### src/rtl/cfs_pkg.sv
package cfs_pkg;

  // cube face codes, positive then negative per axis
  typedef enum logic [2:0] {
    FACE_POS_X = 3'd0,
    FACE_NEG_X = 3'd1,
    FACE_POS_Y = 3'd2,
    FACE_NEG_Y = 3'd3,
    FACE_POS_Z = 3'd4,
    FACE_NEG_Z = 3'd5
  } face_t;

endpackage

### src/rtl/cfs_dir_if.sv
interface cfs_dir_if #(
  parameter int COMPONENT_BITS = 16
) ();
  logic                             valid;
  logic                             ready;
  logic signed [COMPONENT_BITS-1:0] x_component;
  logic signed [COMPONENT_BITS-1:0] y_component;
  logic signed [COMPONENT_BITS-1:0] z_component;

  modport source (
    output valid, x_component, y_component, z_component,
    input  ready
  );

  modport sink (
    input  valid, x_component, y_component, z_component,
    output ready
  );
endinterface

### src/rtl/cfs_face_if.sv
interface cfs_face_if #(
  parameter int FRACTION_BITS = 14
) ();
  logic                            valid;
  logic                            ready;
  logic [2:0]                      face_index;
  logic signed [FRACTION_BITS+1:0] u_coord;
  logic signed [FRACTION_BITS+1:0] v_coord;
  logic                            degenerate;

  modport source (
    output valid, face_index, u_coord, v_coord, degenerate,
    input  ready
  );

  modport sink (
    input  valid, face_index, u_coord, v_coord, degenerate,
    output ready
  );
endinterface

### src/rtl/cubemap_face_select_core.sv
// Cube map face selection, one direction vector per transfer.
// dir carries x, y and z as signed components of one common scale; res
// carries the face (0 +x, 1 -x, 2 +y, 3 -y, 4 +z, 5 -z), u and v in
// signed Q1.FRACTION_BITS and a flag for the all-zero vector, which gives
// face 5 with u = v = 0.
// Both channels use valid/ready; a transfer happens on a clock edge with
// both high.
// The pipeline has two classify stages, one numerator set-up stage,
// FRACTION_BITS + 1 restoring divide stages (one quotient bit per stage for
// u and v side by side) and the output register. Throughput is one transfer
// per cycle while res is not stalled.
// Every stage holds its own valid bit and ready is passed back stage by
// stage, so while res is stalled the pipeline keeps taking transfers
// until every stage is full; nothing is dropped or repeated.
// Synchronous reset empties all stages; no result is pending afterwards.
module cubemap_face_select_core import cfs_pkg::*; #(
  parameter int COMPONENT_BITS = 16,
  parameter int FRACTION_BITS  = 14
) (
  input logic            clk,
  input logic            rst,
  cfs_dir_if.sink        dir,
  cfs_face_if.source     res
);

  localparam int C     = COMPONENT_BITS;
  localparam int F     = FRACTION_BITS;
  localparam int STEPS = FRACTION_BITS + 1;
  localparam int NW    = COMPONENT_BITS + FRACTION_BITS + 1;

  // classify to set-up
  logic         cl_valid, cl_ready;
  face_t        cl_face;
  logic [C-1:0] cl_major, cl_u_mag, cl_v_mag;
  logic         cl_u_neg, cl_v_neg, cl_degen;

  // set-up register
  logic         su_valid;
  face_t        su_face;
  logic         su_degen;
  logic [C-1:0] su_divisor, su_rem_u, su_rem_v;
  logic [F:0]   su_num_u, su_num_v;
  logic         su_neg_u, su_neg_v;

  // divide chain, entry 0 is the set-up register
  logic         ch_valid   [STEPS+1];
  logic         ch_ready   [STEPS+1];
  face_t        ch_face    [STEPS+1];
  logic         ch_degen   [STEPS+1];
  logic [C-1:0] ch_divisor [STEPS+1];
  logic [C-1:0] ch_rem_u   [STEPS+1];
  logic [C-1:0] ch_rem_v   [STEPS+1];
  logic [F:0]   ch_num_u   [STEPS+1];
  logic [F:0]   ch_num_v   [STEPS+1];
  logic [F:0]   ch_quot_u  [STEPS+1];
  logic [F:0]   ch_quot_v  [STEPS+1];
  logic         ch_neg_u   [STEPS+1];
  logic         ch_neg_v   [STEPS+1];

  logic [NW-1:0] numer_u, numer_v;
  logic [F+1:0]  quot_ext_u, quot_ext_v;
  logic          o_valid, o_ready;

  cfs_classify #(
    .COMPONENT_BITS (C)
  ) u_classify (
    .clk         (clk),
    .rst         (rst),
    .up_valid    (dir.valid),
    .up_ready    (dir.ready),
    .x_component (dir.x_component),
    .y_component (dir.y_component),
    .z_component (dir.z_component),
    .dn_valid    (cl_valid),
    .dn_ready    (cl_ready),
    .face        (cl_face),
    .major_mag   (cl_major),
    .u_mag       (cl_u_mag),
    .v_mag       (cl_v_mag),
    .u_neg       (cl_u_neg),
    .v_neg       (cl_v_neg),
    .degenerate  (cl_degen)
  );

  // rounded numerator |n| * 2^F + m/2; its top bits stay below m
  assign numer_u = {1'b0, cl_u_mag, {F{1'b0}}} + NW'(cl_major >> 1);
  assign numer_v = {1'b0, cl_v_mag, {F{1'b0}}} + NW'(cl_major >> 1);

  assign cl_ready = !su_valid || ch_ready[0];

  always_ff @(posedge clk) begin
    if (rst) begin
      su_valid <= 1'b0;
    end else if (cl_ready) begin
      su_valid <= cl_valid;
    end
    if (cl_valid && cl_ready) begin
      su_face    <= cl_face;
      su_degen   <= cl_degen;
      su_divisor <= cl_major;
      su_rem_u   <= numer_u[NW-1:F+1];
      su_rem_v   <= numer_v[NW-1:F+1];
      su_num_u   <= numer_u[F:0];
      su_num_v   <= numer_v[F:0];
      su_neg_u   <= cl_u_neg;
      su_neg_v   <= cl_v_neg;
    end
  end

  assign ch_valid[0]   = su_valid;
  assign ch_face[0]    = su_face;
  assign ch_degen[0]   = su_degen;
  assign ch_divisor[0] = su_divisor;
  assign ch_rem_u[0]   = su_rem_u;
  assign ch_rem_v[0]   = su_rem_v;
  assign ch_num_u[0]   = su_num_u;
  assign ch_num_v[0]   = su_num_v;
  assign ch_quot_u[0]  = '0;
  assign ch_quot_v[0]  = '0;
  assign ch_neg_u[0]   = su_neg_u;
  assign ch_neg_v[0]   = su_neg_v;

  // one quotient bit per stage, most significant first
  for (genvar s = 0; s < STEPS; s++) begin : g_step
    cfs_div_step #(
      .COMPONENT_BITS (C),
      .FRACTION_BITS  (F)
    ) u_step (
      .clk        (clk),
      .rst        (rst),
      .up_valid   (ch_valid[s]),
      .up_ready   (ch_ready[s]),
      .up_face    (ch_face[s]),
      .up_degen   (ch_degen[s]),
      .up_divisor (ch_divisor[s]),
      .up_rem_u   (ch_rem_u[s]),
      .up_rem_v   (ch_rem_v[s]),
      .up_num_u   (ch_num_u[s]),
      .up_num_v   (ch_num_v[s]),
      .up_quot_u  (ch_quot_u[s]),
      .up_quot_v  (ch_quot_v[s]),
      .up_neg_u   (ch_neg_u[s]),
      .up_neg_v   (ch_neg_v[s]),
      .dn_valid   (ch_valid[s+1]),
      .dn_ready   (ch_ready[s+1]),
      .dn_face    (ch_face[s+1]),
      .dn_degen   (ch_degen[s+1]),
      .dn_divisor (ch_divisor[s+1]),
      .dn_rem_u   (ch_rem_u[s+1]),
      .dn_rem_v   (ch_rem_v[s+1]),
      .dn_num_u   (ch_num_u[s+1]),
      .dn_num_v   (ch_num_v[s+1]),
      .dn_quot_u  (ch_quot_u[s+1]),
      .dn_quot_v  (ch_quot_v[s+1]),
      .dn_neg_u   (ch_neg_u[s+1]),
      .dn_neg_v   (ch_neg_v[s+1])
    );
  end

  // output register: sign applied, zero vector forced to the origin
  assign quot_ext_u       = {1'b0, ch_quot_u[STEPS]};
  assign quot_ext_v       = {1'b0, ch_quot_v[STEPS]};
  assign o_ready          = !o_valid || res.ready;
  assign ch_ready[STEPS]  = o_ready;

  always_ff @(posedge clk) begin
    if (rst) begin
      o_valid <= 1'b0;
    end else if (o_ready) begin
      o_valid <= ch_valid[STEPS];
    end
    if (ch_valid[STEPS] && o_ready) begin
      res.face_index <= ch_face[STEPS];
      res.degenerate <= ch_degen[STEPS];
      if (ch_degen[STEPS]) begin
        res.u_coord <= '0;
        res.v_coord <= '0;
      end else begin
        res.u_coord <= ch_neg_u[STEPS] ? -quot_ext_u : quot_ext_u;
        res.v_coord <= ch_neg_v[STEPS] ? -quot_ext_v : quot_ext_v;
      end
    end
  end

  assign res.valid = o_valid;

  // checks
  localparam logic signed [F+1:0] COORD_ONE = {2'b01, {F{1'b0}}};

  a_degen_origin: assert property (@(posedge clk) disable iff (rst)
    res.valid && res.degenerate |->
      res.face_index == FACE_NEG_Z && res.u_coord == '0 && res.v_coord == '0)
    else $error("zero vector result not at face 5 origin");

  a_coord_range: assert property (@(posedge clk) disable iff (rst)
    res.valid |->
      res.u_coord <= COORD_ONE && res.u_coord >= -COORD_ONE &&
      res.v_coord <= COORD_ONE && res.v_coord >= -COORD_ONE)
    else $error("face coordinate outside [-1,1]");

  a_full_before_backpressure: assert property (@(posedge clk) disable iff (rst)
    !dir.ready |-> o_valid && ch_valid[0] && ch_valid[STEPS] && !res.ready)
    else $error("input stalled with room left in the pipeline");

  a_out_held: assert property (@(posedge clk) disable iff (rst)
    o_valid && !o_ready |=> o_valid)
    else $error("stalled result lost");

endmodule

### src/rtl/cfs_classify.sv
module cfs_classify import cfs_pkg::*; #(
  parameter int COMPONENT_BITS = 16
) (
  input  logic                             clk,
  input  logic                             rst,
  input  logic                             up_valid,
  output logic                             up_ready,
  input  logic signed [COMPONENT_BITS-1:0] x_component,
  input  logic signed [COMPONENT_BITS-1:0] y_component,
  input  logic signed [COMPONENT_BITS-1:0] z_component,
  output logic                             dn_valid,
  input  logic                             dn_ready,
  output face_t                            face,
  output logic [COMPONENT_BITS-1:0]        major_mag,
  output logic [COMPONENT_BITS-1:0]        u_mag,
  output logic [COMPONENT_BITS-1:0]        v_mag,
  output logic                             u_neg,
  output logic                             v_neg,
  output logic                             degenerate
);

  localparam int C = COMPONENT_BITS;

  // stage a: magnitudes, signs and zero flags
  logic         a_valid;
  logic [C-1:0] a_mag_x, a_mag_y, a_mag_z;
  logic         a_sign_x, a_sign_y, a_sign_z;
  logic         a_zero_x, a_zero_y, a_zero_z;
  logic         a_ready;

  // stage b: face choice and minor operands
  logic         b_valid;
  face_t        b_face;
  logic [C-1:0] b_major, b_u_mag, b_v_mag;
  logic         b_u_neg, b_v_neg, b_degen;
  logic         b_ready;

  face_t        face_next;
  logic [C-1:0] major_next, u_mag_next, v_mag_next;
  logic         u_sign, v_sign, u_flip, v_flip;
  logic         x_major, y_major;

  // most negative input still gives an exact unsigned magnitude
  function automatic logic [C-1:0] mag_of(input logic signed [C-1:0] val);
    mag_of = val[C-1] ? (~val + C'(1)) : val;
  endfunction

  assign b_ready  = !b_valid || dn_ready;
  assign a_ready  = !a_valid || b_ready;
  assign up_ready = a_ready;

  always_ff @(posedge clk) begin
    if (rst) begin
      a_valid <= 1'b0;
    end else if (a_ready) begin
      a_valid <= up_valid;
    end
    if (up_valid && a_ready) begin
      a_mag_x  <= mag_of(x_component);
      a_mag_y  <= mag_of(y_component);
      a_mag_z  <= mag_of(z_component);
      a_sign_x <= x_component[C-1];
      a_sign_y <= y_component[C-1];
      a_sign_z <= z_component[C-1];
      a_zero_x <= (x_component == '0);
      a_zero_y <= (y_component == '0);
      a_zero_z <= (z_component == '0);
    end
  end

  // major axis by strict compare, ties go to the later axis
  assign x_major = (a_mag_x > a_mag_y) && (a_mag_x > a_mag_z);
  assign y_major = (a_mag_y > a_mag_z);

  always_comb begin
    if (x_major) begin
      face_next  = (!a_sign_x && !a_zero_x) ? FACE_POS_X : FACE_NEG_X;
      major_next = a_mag_x;
      u_mag_next = a_mag_z;
      v_mag_next = a_mag_y;
      u_sign     = a_sign_z;
      v_sign     = a_sign_y;
    end else if (y_major) begin
      face_next  = (!a_sign_y && !a_zero_y) ? FACE_POS_Y : FACE_NEG_Y;
      major_next = a_mag_y;
      u_mag_next = a_mag_x;
      v_mag_next = a_mag_z;
      u_sign     = a_sign_x;
      v_sign     = a_sign_z;
    end else begin
      face_next  = (!a_sign_z && !a_zero_z) ? FACE_POS_Z : FACE_NEG_Z;
      major_next = a_mag_z;
      u_mag_next = a_mag_x;
      v_mag_next = a_mag_y;
      u_sign     = a_sign_x;
      v_sign     = a_sign_y;
    end
  end

  // per-face sign flip of the two coordinates
  always_comb begin
    case (face_next)
      FACE_POS_X: begin u_flip = 1'b1; v_flip = 1'b1; end
      FACE_NEG_X: begin u_flip = 1'b0; v_flip = 1'b1; end
      FACE_POS_Y: begin u_flip = 1'b0; v_flip = 1'b0; end
      FACE_NEG_Y: begin u_flip = 1'b0; v_flip = 1'b1; end
      FACE_POS_Z: begin u_flip = 1'b0; v_flip = 1'b1; end
      FACE_NEG_Z: begin u_flip = 1'b1; v_flip = 1'b1; end
      default:    begin u_flip = 1'b0; v_flip = 1'b0; end
    endcase
  end

  always_ff @(posedge clk) begin
    if (rst) begin
      b_valid <= 1'b0;
    end else if (b_ready) begin
      b_valid <= a_valid;
    end
    if (a_valid && b_ready) begin
      b_face  <= face_next;
      b_major <= major_next;
      b_u_mag <= u_mag_next;
      b_v_mag <= v_mag_next;
      b_u_neg <= u_sign ^ u_flip;
      b_v_neg <= v_sign ^ v_flip;
      b_degen <= a_zero_x && a_zero_y && a_zero_z;
    end
  end

  assign dn_valid   = b_valid;
  assign face       = b_face;
  assign major_mag  = b_major;
  assign u_mag      = b_u_mag;
  assign v_mag      = b_v_mag;
  assign u_neg      = b_u_neg;
  assign v_neg      = b_v_neg;
  assign degenerate = b_degen;

endmodule

### src/rtl/cfs_div_step.sv
module cfs_div_step import cfs_pkg::*; #(
  parameter int COMPONENT_BITS = 16,
  parameter int FRACTION_BITS  = 14
) (
  input  logic                      clk,
  input  logic                      rst,
  input  logic                      up_valid,
  output logic                      up_ready,
  input  face_t                     up_face,
  input  logic                      up_degen,
  input  logic [COMPONENT_BITS-1:0] up_divisor,
  input  logic [COMPONENT_BITS-1:0] up_rem_u,
  input  logic [COMPONENT_BITS-1:0] up_rem_v,
  input  logic [FRACTION_BITS:0]    up_num_u,
  input  logic [FRACTION_BITS:0]    up_num_v,
  input  logic [FRACTION_BITS:0]    up_quot_u,
  input  logic [FRACTION_BITS:0]    up_quot_v,
  input  logic                      up_neg_u,
  input  logic                      up_neg_v,
  output logic                      dn_valid,
  input  logic                      dn_ready,
  output face_t                     dn_face,
  output logic                      dn_degen,
  output logic [COMPONENT_BITS-1:0] dn_divisor,
  output logic [COMPONENT_BITS-1:0] dn_rem_u,
  output logic [COMPONENT_BITS-1:0] dn_rem_v,
  output logic [FRACTION_BITS:0]    dn_num_u,
  output logic [FRACTION_BITS:0]    dn_num_v,
  output logic [FRACTION_BITS:0]    dn_quot_u,
  output logic [FRACTION_BITS:0]    dn_quot_v,
  output logic                      dn_neg_u,
  output logic                      dn_neg_v
);

  localparam int C = COMPONENT_BITS;
  localparam int F = FRACTION_BITS;

  logic         valid;
  logic [C:0]   trial_u, trial_v, diff_u, diff_v;
  logic         ge_u, ge_v;

  // one restoring step per lane: bring down the next numerator bit
  assign trial_u = {up_rem_u, up_num_u[F]};
  assign trial_v = {up_rem_v, up_num_v[F]};
  assign diff_u  = trial_u - {1'b0, up_divisor};
  assign diff_v  = trial_v - {1'b0, up_divisor};
  assign ge_u    = (trial_u >= {1'b0, up_divisor});
  assign ge_v    = (trial_v >= {1'b0, up_divisor});

  assign up_ready = !valid || dn_ready;

  always_ff @(posedge clk) begin
    if (rst) begin
      valid <= 1'b0;
    end else if (up_ready) begin
      valid <= up_valid;
    end
    if (up_valid && up_ready) begin
      dn_face    <= up_face;
      dn_degen   <= up_degen;
      dn_divisor <= up_divisor;
      dn_rem_u   <= ge_u ? diff_u[C-1:0] : trial_u[C-1:0];
      dn_rem_v   <= ge_v ? diff_v[C-1:0] : trial_v[C-1:0];
      dn_num_u   <= {up_num_u[F-1:0], 1'b0};
      dn_num_v   <= {up_num_v[F-1:0], 1'b0};
      dn_quot_u  <= {up_quot_u[F-1:0], ge_u};
      dn_quot_v  <= {up_quot_v[F-1:0], ge_v};
      dn_neg_u   <= up_neg_u;
      dn_neg_v   <= up_neg_v;
    end
  end

  assign dn_valid = valid;

endmodule

### src/flat_wrapper.sv
// flat-port wrapper written by rule: the top's interface ports become plain ports
module cubemap_face_select_core_flat import cfs_pkg::*;
#(
  parameter int COMPONENT_BITS = 16,
  parameter int FRACTION_BITS  = 14
)
  (clk, rst, dir_valid, dir_x_component, dir_y_component, dir_z_component, dir_ready, res_valid, res_face_index, res_u_coord, res_v_coord, res_degenerate, res_ready);
  cfs_dir_if #(.COMPONENT_BITS(COMPONENT_BITS)) dir_i ();
  cfs_face_if #(.FRACTION_BITS(FRACTION_BITS)) res_i ();
  input logic clk;
  input logic rst;
  input wire logic [$bits(dir_i.valid)-1:0] dir_valid;
  input wire logic [$bits(dir_i.x_component)-1:0] dir_x_component;
  input wire logic [$bits(dir_i.y_component)-1:0] dir_y_component;
  input wire logic [$bits(dir_i.z_component)-1:0] dir_z_component;
  output wire logic [$bits(dir_i.ready)-1:0] dir_ready;
  output wire logic [$bits(res_i.valid)-1:0] res_valid;
  output wire logic [$bits(res_i.face_index)-1:0] res_face_index;
  output wire logic [$bits(res_i.u_coord)-1:0] res_u_coord;
  output wire logic [$bits(res_i.v_coord)-1:0] res_v_coord;
  output wire logic [$bits(res_i.degenerate)-1:0] res_degenerate;
  input wire logic [$bits(res_i.ready)-1:0] res_ready;
  assign dir_i.valid = dir_valid;
  assign dir_i.x_component = dir_x_component;
  assign dir_i.y_component = dir_y_component;
  assign dir_i.z_component = dir_z_component;
  assign dir_ready = dir_i.ready;
  assign res_valid = res_i.valid;
  assign res_face_index = res_i.face_index;
  assign res_u_coord = res_i.u_coord;
  assign res_v_coord = res_i.v_coord;
  assign res_degenerate = res_i.degenerate;
  assign res_i.ready = res_ready;
  cubemap_face_select_core #(.COMPONENT_BITS(COMPONENT_BITS), .FRACTION_BITS(FRACTION_BITS)) u_core (.clk(clk), .rst(rst), .dir(dir_i), .res(res_i));
endmodule
### config.mk
export PLATFORM = sky130hd
export DESIGN_NAME = cubemap_face_select_core_flat
export DESIGN_NICKNAME = d
export VERILOG_FILES = /design/src/rtl/cfs_pkg.sv /design/src/rtl/cfs_dir_if.sv /design/src/rtl/cfs_face_if.sv /design/src/rtl/cubemap_face_select_core.sv /design/src/rtl/cfs_classify.sv /design/src/rtl/cfs_div_step.sv /design/src/flat_wrapper.sv
export SDC_FILE = /design/constraint.sdc
export NUM_CORES = 2
export LEC_CHECK = 0
export BUFFER_PORTS_ARGS = -buffer_cell sky130_fd_sc_hd__buf_2
export CAP_MARGIN = 20
export CORE_ASPECT_RATIO = 1.5
export CORE_MARGIN = 8
export CORE_UTILIZATION = 35
export CTS_CLUSTER_SIZE = 20
export DETAILED_ROUTE_END_ITERATION = 12
export GPL_TIMING_DRIVEN = 0
export HOLD_SLACK_MARGIN = 0.06
export PLACE_DENSITY_LB_ADDON = 0.25
export SETUP_SLACK_MARGIN = 0.02
export SYNTH_ARGS = -nofsm -noshare
export SYNTH_HDL_FRONTEND = slang
export SYNTH_SLANG_ARGS = --single-unit
### constraint.sdc
create_clock -name clk -period 8.4 [get_ports clk]
set_input_delay 0.84 -clock clk [delete_from_list [all_inputs] [get_ports clk]]
set_output_delay 0.84 -clock clk [all_outputs]
set_load 0.02 [all_outputs]
# [Word level (Yosys, flattened, before mapping)]
# Index checks and enable logic that the tools add are counted.
[totals] mem_count=0 mem_bits_rw=0 output_inout_bits=38 reg_bits=1459 latch_bits=0 in_bits=52 elab_cells=417 romBits=0
[op_classes] n_addsub=35 mul=0 n_div=0 bitwise_logic=7 eq_ne=4 mux=48 n_reduce_logical=77 order_cmp=33 n_shift=0
[ops] operator="16-bit two-way mux" n=33
[ops] operator="17-bit by 16-bit >= comparator with 1-bit output" n=30
[ops] operator="16-bit subtractor" n=28
[ops] operator="15-bit two-way mux" n=5
[ops] operator="30-bit by 15-bit adder with 31-bit output" n=2
[ops] operator="16-bit by 2-bit adder with 16-bit output, second input constant" n=3
[ops] operator="16-bit greater-than comparator" n=3
[ops] operator="16-bit zero test" n=3
[ops] operator="16-bit NOT" n=3
[ops] operator="15-bit negator with 16-bit output" n=2
[ops] operator="1-bit logical AND" n=25
[ops] operator="1-bit zero test" n=25
[ops] operator="1-bit logical OR" n=19
[ops] operator="1-bit two-way mux" n=8
[ops] operator="3-bit == test, second input constant" n=2
[ops] operator="3-bit two-way mux" n=2
[ops] operator="2-bit OR reduction" n=3
[ops] operator="5-bit OR reduction" n=1
[ops] operator="3-bit by 1-bit == test with 1-bit output, second input constant" n=1
[ops] operator="3-bit by 2-bit == test with 1-bit output, second input constant" n=1
[ops] operator="3-bit zero test" n=1
[ops] operator="1-bit NOT" n=2
[ops] operator="1-bit bitwise XOR" n=2

# [Logic depth before layout (Yosys ltp)]
[depth] depth_word=21 mapped_depth=12 ltp_nobuf=11

# [Modules after synthesis]
# A second synthesis with hierarchy kept.
[hier_totals] hier_cells=7071 hier_area_um2=95156.3
[by_module_without_submodules] module="cfs_div_step at u_core.g_step[10].u_step ..." seq_area_each_um2=3383.2 area_each_um2=5649.2 n_inst=12 cells_per_inst=417
[by_module_without_submodules] module="cfs_div_step at u_core.g_step[0].u_step ..." seq_area_each_um2=3383.2 area_each_um2=5639.2 n_inst=3 cells_per_inst=410
[by_module_without_submodules] module="cfs_classify" seq_area_each_um2=3283.1 area_each_um2=6224.7 n_inst=1 cells_per_inst=531
[by_module_without_submodules] module="cubemap_face_select_core" seq_area_each_um2=2802.7 area_each_um2=4224.1 n_inst=1 cells_per_inst=306

# [Worst setup path before layout]
# No wires, ideal clock.
[synth_timing] path_kind="input to register" from="in res_ready" to="reg u_core.g_step[12].u_step.dn_degen (enable)" t_required_ns=7.759 path_stages=2 path_slack_ns=0.874 path_buffers=0 arrival_time_ns=6.886 path_cell_list="and4b_1 a21boi_0"
[synth_via] elab_chain_cells=5
[synth_rtl] element="from (decl)" line_no="flat_wrapper.sv:22" source="input wire logic [$bits(res_i.ready)-1:0] res_ready;"
[synth_rtl] element="1-bit logical OR" line_no="cubemap_face_select_core.sv:163" source="assign o_ready = !o_valid || res.ready;"
[synth_rtl] element="1-bit logical OR (3 in series)" line_no="cfs_div_step.sv:50" source="assign up_ready = !valid || dn_ready;"
[synth_rtl] element="1-bit logical AND" line_no="cfs_div_step.sv:58" source="if (up_valid && up_ready) begin"
[synth_rtl] element="to (signal assigned)" line_no="cfs_div_step.sv:60" source="dn_degen <= up_degen;"
[synth_rtl] element="to (decl)" line_no="cfs_div_step.sv:23" source="output logic dn_degen,"
# Every way passes these cells.
# A chain may end at the register's enable or synchronous reset.

# [Worst setup path after layout]
[layout_timing] from="reg u_core.g_step[14].u_step.valid" to="out dir_ready"
[layout_via] elab_chain_cells=19
[layout_rtl] element="from (decl)" line_no="cfs_div_step.sv:38" source="logic valid;"
[layout_rtl] element="from (signal assigned)" line_no="cfs_div_step.sv:56" source="valid <= up_valid;"
[layout_rtl] element="1-bit zero test" line_no="cfs_div_step.sv:50"
[layout_rtl] element="1-bit logical OR (15 in series)" line_no="cfs_div_step.sv:50"
[layout_rtl] element="1-bit logical OR" line_no="cubemap_face_select_core.sv:89" source="assign cl_ready = !su_valid || ch_ready[0];"
[layout_rtl] element="1-bit logical OR" line_no="cfs_classify.sv:48" source="assign b_ready = !b_valid || dn_ready;"
[layout_rtl] element="1-bit logical OR" line_no="cfs_classify.sv:49" source="assign a_ready = !a_valid || b_ready;"
[layout_rtl] element="to (decl)" line_no="flat_wrapper.sv:16" source="output wire logic [$bits(dir_i.ready)-1:0] dir_ready;"
# Every way passes these cells.

==> impl_results.md <==
* Routability cong. at 0.933
* Initial antenna violation count at 2
* Yosys cell types at 84
* Reg clk slew, reported paths at 0.06 ns
* # setup viols final at 0
* Design Power at 0.0126 W
* Mapped Area at approximately 66,000 um2
* Largest net degree at the start of global routing at 72
* Initial Util at 35.2%
* Worst slack, placed at 4.09 ns
* DP Wirelength at ~140,000 um
* Worst EP required at 7.56 ns
* Antenna-violating nets left at 0
* Iter 0 DRT Violations at 2,596
* Peak Freq at 220 MHz
* Critical path type: flop to primary output
* Rows at 195
* CP Data Arrival Time at roughly 3.7 ns
* PwrDens at 169 nW/um2
* Placed cells at 8,224
* Syn Inst Count at approximately 5,600
* Layout cells sized above 1 at 10.4%
* Die width at around 370 um
* Hold Buf Count CTS at 0
* # IOs at 90
* RSZ-0062 raised after global routing: no
* Yosys top cell area share at a little over half
* Crit path time final at 4.54 ns
* Overflow left after global routing at 0
* IO Port Bufs at 88
* Most common cell in the netlist: edfxtp_1
* Lkg Pwr at 27.7 nW
* Post-Route WL at approximately 170,000 um
* Synthesis-to-finish area growth at 12.2%
* Root buf cell: clkbuf_16
* Warnings from Yosys at 0
* Layout Skew at between 0.07 and 0.08 ns
* # fillers at roughly 18,000
* Placeable Area at 188,000 um2
* Hold crit path type: primary input to flop
* CTS H-Tree Depth at 3
* Synth Net Count at 6,246
* Number of synthesized flops with an enable pin at 1,202
* Nets@finish at 6,483
* CTS tree: done
* CTS Buffer Depth at 3
* Vias per std cell at 5.17
* Cts repair resizes at 0
* Rel. slew slack at 35.5%
* Die H at 549 um
* CTS Buf Count at 116
* Largest fanout on the critical path at 6
* Synth cell count leaders: edfxtp_1 (1,202), ha_1 (523), nand2_1 (461)
* Worst Slack Setup Final at 3.86 ns
* Synth top area cells: edfxtp_1 (54%), ha_1 (9.9%), xnor2_1 (3.5%)
* Max VDD drop at 0.158 mV
* Vias in the first global route at 44,600
* Vias at 43,600
* Num Clock Sinks at 1,221
* Most area-hungry cell type in the Yosys netlist: edfxtp_1
* Number of post-CTS setup repair buffers at 0
* Pins Over Slew Limit at 0
* Post-synth top flop: edfxtp_1
* Register area at 36,500 um2
* Worst hold-check slack at 0.283 ns
* DR WL/cell at 20.5 um
* Worst Setup Start Kind: flop
* Critical Path Sink Type: primary output
* Drt pass-1 iters at 6
* Final Non-Filler Cells at 8,439
* DRC at 0
* First-pass GRT wire length at ~260,000 um
* Tot GR Track Use at approximately 17%
* Flip-flop and latch count after synthesis at around 1,200
* Syn_area_per_cell at 11.8 um2
* Reg2reg setup slack at between 4 and 5 ns
* Multi-input gate area at 28,100 um2
* Worst slew pin tran at between 0.9 and 1 ns
* Final Hold Fails at 0
* Die area at 204,000 um2
* Final worst path period share at 54.0%
* Number of max-cap violations at 0
* Async set or reset register ratio after synthesis at 0%
* Worst-Skew Late Latency at 0.76 ns
* Outcome: complete, no violations
* Sequential area share after synthesis at a little over half
[placed cells by master, fill, tap and decap left out, types with 27 or more instances in the layout]
cell / n
o311a_1: 31
o21ai_1: 35
xnor2_1: 265
o21ai_0: 361
a21oi_1: 388
or2_2: 61
mux2_2: 86
clkbuf_1: 44
o21a_1: 73
inv_1: 375
ha_1: 523
o31a_1: 28
xor2_1: 152
edfxtp_1: 1202
a21oi_2: 34
a31oi_1: 34
a21o_1: 65
o31ai_1: 37
and4_1: 34
nand3_1: 84
fa_1: 28
buf_2: 144
nor2b_1: 66
nand2b_1: 88
nand4_1: 91
nor2_1: 406
clkbuf_16: 117
buf_12: 27
o21bai_1: 27
mux2_4: 30
o2111ai_1: 28
a211oi_1: 38
nor3_1: 104
nand2_1: 461
and3_1: 28
[final timing paths]
| check | startpoint | to | cells past startpoint |
|---|---|---|---|
| max | u_core.g_step[14].u_step.dn_valid | dir_ready | 8 |
| min | dir_y_component[15] | u_core.u_classify.a_sign_y | 1 |
| max reg2reg | u_core.g_step[1].u_step.dn_divisor[13] | u_core.g_step[2].u_step.dn_rem_u[12] | 11 |
| min reg2reg | u_core.g_step[8].u_step.dn_quot_v[0] | u_core.g_step[9].u_step.dn_quot_v[1] | 0 |
[sequential cells by signal, indices dropped and copies added, names as in the netlist, 45 cells and up]
| signal | count |
|---|---|
| u_core.g_step.u_step.dn_face | 45 |
| u_core.g_step.u_step.dn_rem_v | 224 |
| u_core.g_step.u_step.dn_divisor | 224 |
| u_core.g_step.u_step.dn_rem_u | 224 |
| u_core.g_step.u_step.dn_quot_u | 120 |
| u_core.g_step.u_step.dn_quot_v | 120 |
[through the flow]
stage	util, %	TNS, ns	area [um2]
6_report	39.5	0	74500
5_1_grt	39.5	0	74500
4_1_cts	39.5	0	74500
3_5_place_dp	37.5	0	70700
3_3_place_gp	37.1	-482.51	69900
2_1_floorplan	-	0	66300
[power breakdown]
group	switching, W	internal [W]	leakage, nW
Combinational	0.000357	0.000219	14.8
Sequential	0.0000795	0.00674	11.0
Clock	0.00230	0.00290	1.83
Total	0.00273	0.00986	27.7
[cells by family (layout without fill, tap and decap cells)]
group | count (synthesis) | after routing | synth area share, %
adder cells (fa/ha/maj) | 551 | 551 | 10.7
buffers and inverters | 481 | 814 | 3.02
flip-flops | 1221 | 1221 | 55.0
multiplexers | 135 | 135 | 2.43
other | 0 | 1 | 0
AO/OA/AOI/OAI | 1316 | 1316 | 12.4
XOR/XNOR | 417 | 417 | 5.50
AND/OR/NAND/NOR | 1522 | 1522 | 10.9
[layer usage]
| metal | vias to the layer above | GRT usage, % | routed length (um) |
|---|---|---|---|
| li1 | 21400 | - | - |
| met2 | 801 | 33.9 | 98300 |
| met4 | 2 | 8.07 | 8850 |
| met1 | 21100 | 16.2 | 61300 |
| met5 | - | 0 | 17 |
| met3 | 335 | 1.64 | 4490 |
[area by class of cell]
cell class                 count  area share (%)
inverter                     386            1.95
antenna                        1         0.00336
multi-input combinational   3941            37.7
sequential                  1221            49.0
buffer                        95           0.741
clock buffer                 142            4.06
tap                         2462            4.14
timing repair buffer         119            1.46
clock inverter                72            1.00
[worst max-delay path, cell delays in order (launching register included)]
cell and delay (ns):
dfxtp_1 0.43, and4b_1 0.43, and3_1 0.38, nand2_1 0.18, nor3_2 0.64, nand4_1 0.21
inv_1 0.22, nand2_1 0.21, buf_2 0.23
(Power assumes the default switching activity.)
